==> src/rtl/mfsk_pkg.sv <==
`timescale 1ns / 1ps

package mfsk_pkg;

   localparam int TONES       = 16;
   localparam int TONE_BITS   = 4;
   localparam int ACC_BITS    = 44;
   localparam int MAG_SHIFT   = 12;
   localparam int MAX_SAMPLES = 2048;

   localparam logic [2:0] CSR_BITS_PER_SYMBOL    = 3'd0;
   localparam logic [2:0] CSR_SAMPLES_PER_SYMBOL = 3'd1;
   localparam logic [2:0] CSR_TONE_STEPS_0       = 3'd2;
   localparam logic [2:0] CSR_TONE_STEPS_1       = 3'd3;
   localparam logic [2:0] CSR_TONE_STEPS_2       = 3'd4;
   localparam logic [2:0] CSR_TONE_STEPS_3       = 3'd5;

   // One queued sample; close marks the last sample of a symbol.
   typedef struct packed {
      logic               valid;
      logic signed [15:0] re;
      logic signed [15:0] im;
      logic               close;
   } smp_type;

   function automatic logic [15:0] quarter_sine(input logic [6:0] j);
      logic [15:0] v;
      case (j)
         7'd0:  v = 16'd0;     7'd1:  v = 16'd804;   7'd2:  v = 16'd1608;  7'd3:  v = 16'd2410;
         7'd4:  v = 16'd3212;  7'd5:  v = 16'd4011;  7'd6:  v = 16'd4808;  7'd7:  v = 16'd5602;
         7'd8:  v = 16'd6393;  7'd9:  v = 16'd7179;  7'd10: v = 16'd7962;  7'd11: v = 16'd8739;
         7'd12: v = 16'd9512;  7'd13: v = 16'd10278; 7'd14: v = 16'd11039; 7'd15: v = 16'd11793;
         7'd16: v = 16'd12539; 7'd17: v = 16'd13279; 7'd18: v = 16'd14010; 7'd19: v = 16'd14732;
         7'd20: v = 16'd15446; 7'd21: v = 16'd16151; 7'd22: v = 16'd16846; 7'd23: v = 16'd17530;
         7'd24: v = 16'd18204; 7'd25: v = 16'd18868; 7'd26: v = 16'd19519; 7'd27: v = 16'd20159;
         7'd28: v = 16'd20787; 7'd29: v = 16'd21403; 7'd30: v = 16'd22005; 7'd31: v = 16'd22594;
         7'd32: v = 16'd23170; 7'd33: v = 16'd23731; 7'd34: v = 16'd24279; 7'd35: v = 16'd24811;
         7'd36: v = 16'd25329; 7'd37: v = 16'd25832; 7'd38: v = 16'd26319; 7'd39: v = 16'd26790;
         7'd40: v = 16'd27245; 7'd41: v = 16'd27683; 7'd42: v = 16'd28105; 7'd43: v = 16'd28510;
         7'd44: v = 16'd28898; 7'd45: v = 16'd29268; 7'd46: v = 16'd29621; 7'd47: v = 16'd29956;
         7'd48: v = 16'd30273; 7'd49: v = 16'd30571; 7'd50: v = 16'd30852; 7'd51: v = 16'd31113;
         7'd52: v = 16'd31356; 7'd53: v = 16'd31580; 7'd54: v = 16'd31785; 7'd55: v = 16'd31971;
         7'd56: v = 16'd32137; 7'd57: v = 16'd32285; 7'd58: v = 16'd32412; 7'd59: v = 16'd32521;
         7'd60: v = 16'd32609; 7'd61: v = 16'd32678; 7'd62: v = 16'd32728; 7'd63: v = 16'd32757;
         default: v = 16'd32767;
      endcase
      return v;
   endfunction

   function automatic logic signed [15:0] sine_at(input logic [7:0] idx8);
      logic [15:0] v;
      v = idx8[6] ? quarter_sine(7'd64 - {1'b0, idx8[5:0]})
                  : quarter_sine({1'b0, idx8[5:0]});
      return idx8[7] ? -$signed(v) : $signed(v);
   endfunction

endpackage

==> src/rtl/mfsk_front.sv <==
`timescale 1ns / 1ps

module mfsk_front (
   input  logic                clock,
   input  logic                reset,
   input  logic [11:0]         samples_per_symbol,
   input  logic                push,
   output logic                full,
   input  logic signed [15:0]  sample_re,
   input  logic signed [15:0]  sample_im,
   output mfsk_pkg::smp_type   smp,
   input  logic                smp_pop
);

   logic [10:0] count_ff, count_in;
   logic [1:0]  fill_ff, fill_in;
   logic        wr_ff, wr_in, rd_ff, rd_in;
   logic signed [15:0] re_ff [2], re_in [2];
   logic signed [15:0] im_ff [2], im_in [2];
   logic        close_ff [2], close_in [2];
   logic [11:0] len;
   logic        close;
   logic        accept;

   assign full   = fill_ff[1];
   assign accept = push && !full;
   assign len    = (samples_per_symbol > 12'(mfsk_pkg::MAX_SAMPLES))
                   ? 12'(mfsk_pkg::MAX_SAMPLES) : samples_per_symbol;
   // The symbol closes once the running count reaches the symbol length.
   assign close  = ({1'b0, count_ff} + 12'd1) >= len;

   assign smp.valid = fill_ff != 2'd0;
   assign smp.re    = re_ff[rd_ff];
   assign smp.im    = im_ff[rd_ff];
   assign smp.close = close_ff[rd_ff];

   always_comb begin
      count_in = count_ff;
      wr_in    = wr_ff;
      rd_in    = rd_ff;
      re_in    = re_ff;
      im_in    = im_ff;
      close_in = close_ff;
      if (accept) begin
         count_in        = close ? 11'd0 : count_ff + 11'd1;
         re_in[wr_ff]    = sample_re;
         im_in[wr_ff]    = sample_im;
         close_in[wr_ff] = close;
         wr_in           = !wr_ff;
      end
      if (smp_pop) begin
         rd_in = !rd_ff;
      end
      fill_in = fill_ff + {1'b0, accept} - {1'b0, smp_pop};
   end

   always_ff @(posedge clock) begin
      if (reset) begin
         count_ff <= '0;
         fill_ff  <= '0;
         wr_ff    <= 1'b0;
         rd_ff    <= 1'b0;
      end else begin
         count_ff <= count_in;
         fill_ff  <= fill_in;
         wr_ff    <= wr_in;
         rd_ff    <= rd_in;
      end
      re_ff    <= re_in;
      im_ff    <= im_in;
      close_ff <= close_in;
   end

endmodule

==> config.mk <==
export PLATFORM = sky130hd
export DESIGN_NAME = mfsk_front
export DESIGN_NICKNAME = d
export VERILOG_FILES = /design/src/rtl/mfsk_pkg.sv /design/src/rtl/mfsk_front.sv
export SDC_FILE = /design/constraint.sdc
export NUM_CORES = 1
export LEC_CHECK = 0
export BUFFER_PORTS_ARGS = -buffer_cell sky130_fd_sc_hd__buf_2
export CORE_MARGIN = 2
export CORE_UTILIZATION = 35
export DETAILED_ROUTE_END_ITERATION = 10
export PLACE_DENSITY_LB_ADDON = 0.2
export SLEW_MARGIN = 20
export SYNTH_ARGS = -nofsm -noshare
export SYNTH_HDL_FRONTEND = slang
export SYNTH_SLANG_ARGS = --single-unit
==> constraint.sdc <==
create_clock -name clock -period 3.5 [get_ports clock]
set_input_delay 1.05 -clock clock [delete_from_list [all_inputs] [get_ports clock]]
set_output_delay 1.05 -clock clock [all_outputs]
set_load 0.02 [all_outputs]
==> qor.yml <==
timing:
  tns_ns: 0
  fmaxAchievable_mhz: 356
  finalWorstSetupSlack_ns: 0.694
  clock_skew_ns: 0.00699
  min_period_over_period_pct: 80.2
  fin_crit_ns: 2.81
  hold_violations: 0
  relSlewSlack_pct: 57.5
  rsz0062_at_grt: "no"
  drv_slew: 0
  worst_slew_pin_slew_ns: 0.637
  setup_viol_count_final: 0
layout:
  area_delta_synth_final_pct: 23.2
  final_cell_area_um2: 4340
  final_nets: 396
  final_core_util_pct: 44.4
  regArea_um2: 2280
  multiInputGateArea_um2: 1210
  nFillCells: 946
  layout.cells.non_filler: 470
  diodes: 0
  drive_above_1_share_pct: 43.9
global_route:
  grt_first_pass_wirelength_um: 10600
  grt_start_max_net_pins: 27
  overflow: 0
  antenna_found_initial: 0
  grt_pass1_vias: 2133
  grt_usage_pct: 12.5
synth:
  synthCells: 244
  ys_seq_area_share_pct: 64.8
  synth.distinct_cells: 35
  synth-async-reset-ratio_pct: 0
  avgSynthCellArea_um2: 14.4
  synth_nets: 307
  synth_edf_count: 66
  synth_area_um2: 3520
  ys_ff_latch: 81
  ys_warn_count: 0
  synth_top_flop_cell: "edfxtp_1"
critical_path:
  worstPathMaxFanout: 26
  crit_type: "flop to output pin"
  worstRegToRegCells: 11
  required_ns: 2.45
  cp-end-kind: "output pin"
  cp_data_arrival_time_ns: 1.76
  worst_setup_path_start_kind: "flop"
placed_design:
  dpl_cell_area_um2: 4120
  port_buffers: 82
  dp.cells: 455
  place_congestion: 0.730
  hpwl_um: 4730
  pre_cts_ws_ns: 0.587
drt:
  vias_per_cell: 4.74
  wl_per_cell_um: 14.1
  drt-total-wl_um: 6630
  dr.pass1.iters: 6
  remaining_drc_errors: 0
  drt_iter0_markers: 57
  num_vias: 2230
  postRouteAntennaNets: 0
clock_network:
  post_cts_resized: 0
  ctsHoldBuffers: 0
  cts-root-buf: "clkbuf_8"
  cts_tree: "built"
  clockBufferDepth: 2
  cts_buffers: 9
  htree_levels: 3
  cts_sinks: 81
  cts_setup_buffers: 0
  clk_pin_slew_worst_paths_ns: 0.08
  clk_latency_ns: 0.34
worst_hold_path:
  whs_path_depth: 2
  min_path_type: "flop to flop"
floorplanning:
  chipHeight_um: 104
  dieArea_um2: 10900
  core_um2: 9770
  ios: 83
  start_util_pct: 36.0
  die_width_um: 104
  row_count: 36
power:
  ir_worst_vdd_uv: 266
  leakage_nw: 1.70
  power_density_nw_per_um2: 582
run_status:
  status: "finished, final reports clean"
job:
  drv_cap: 0
[cells by family (layout without fill, tap and decap cells)]
kind of cell               count (synthesis)  after routing  share of synthesized area (%)
AOI/OAI and AO/OA                         21             21                           4.15
xor gates and xnor gates                  11             11                           2.95
adders and majority gates                 15             15                           5.33
buffers and inverters                     12            105                           1.42
DFF                                       81             81                           64.8
muxes                                     33             33                           10.5
and+or+nand+nor                           71             71                           10.8
[path summary, 6_finish.rpt]
kind               startpoint     endpoint  slack [ns]
setup reg to reg  count_ff[0]  count_ff[1]        0.71
hold reg to reg   count_ff[0]  count_ff[0]        0.54
hold / removal    count_ff[0]  count_ff[0]        0.54
setup / recovery        rd_ff      smp[30]        0.69
[cell usage after synthesis (all sizes together) (6+ instances only)]
cell	n	area [um^2]
nand2	26	97.6
nand4	6	52.6
dfxtp	15	300
a21oi	6	41.3
mux2	33	372
nand3	6	35.0
xnor2	7	68.8
nor2	14	55.1
edfxtp	66	1980
ha	15	188
[registers in the layout (all words and copies together), names as in the netlist]
signal and cells:
count_ff 11, im_ff 32, rd_ff 1, re_ff 32, wr_ff 1, close_ff 2
fill_ff 2
[routing by layer]
metal  vias to the layer above  track usage (%)  part of all wire, %
met2                        61             20.8                   50
li1                       1082                -                    -
met1                      1076             15.5                   44
met4                         0             5.21                  1.7
met3                        11             3.13                  4.1
met5                         -                0                    0
[placed cells by master (no fill, tap or decap), drive strengths merged, types with 7 or more instances in the layout]
master and instances:
edfxtp 66, mux2 33, buf 86, dfxtp 15, xnor2 7, nor2 14
nand2 26, ha 15, clkbuf 9
[critical path, stage by stage, from the launching register on]
cell	delay, ns
dfxtp_2	0.47
buf_4	0.39
mux2_2	0.39
buf_2	0.16
[cell type report]
cell class / count / area share [%]
inverter: 4 / 0.346
tap: 133 / 3.83
timing repair buffer: 86 / 10.4
multi-input combinational: 151 / 27.8
clock inverter: 6 / 2.13
sequential: 81 / 52.6
clock buffer: 9 / 2.85
[report_power, final]
group,internal [mW],switching (mW),total [mW]
logic,0.217,0.337,0.554
clock network,0.403,0.326,0.729
registers,1.20,0.0440,1.24
total,1.82,0.707,2.52
[per-stage QoR]
stage | hold WS, ns | power (mW)
floorplan | 0.491 | 1.62
global placement | 0.536 | 1.82
detailed placement | 0.542 | 1.83
CTS | 0.554 | 2.56
global route | 0.580 | 2.65
finish | 0.544 | 2.52
Power figures use the tool's default switching activity.
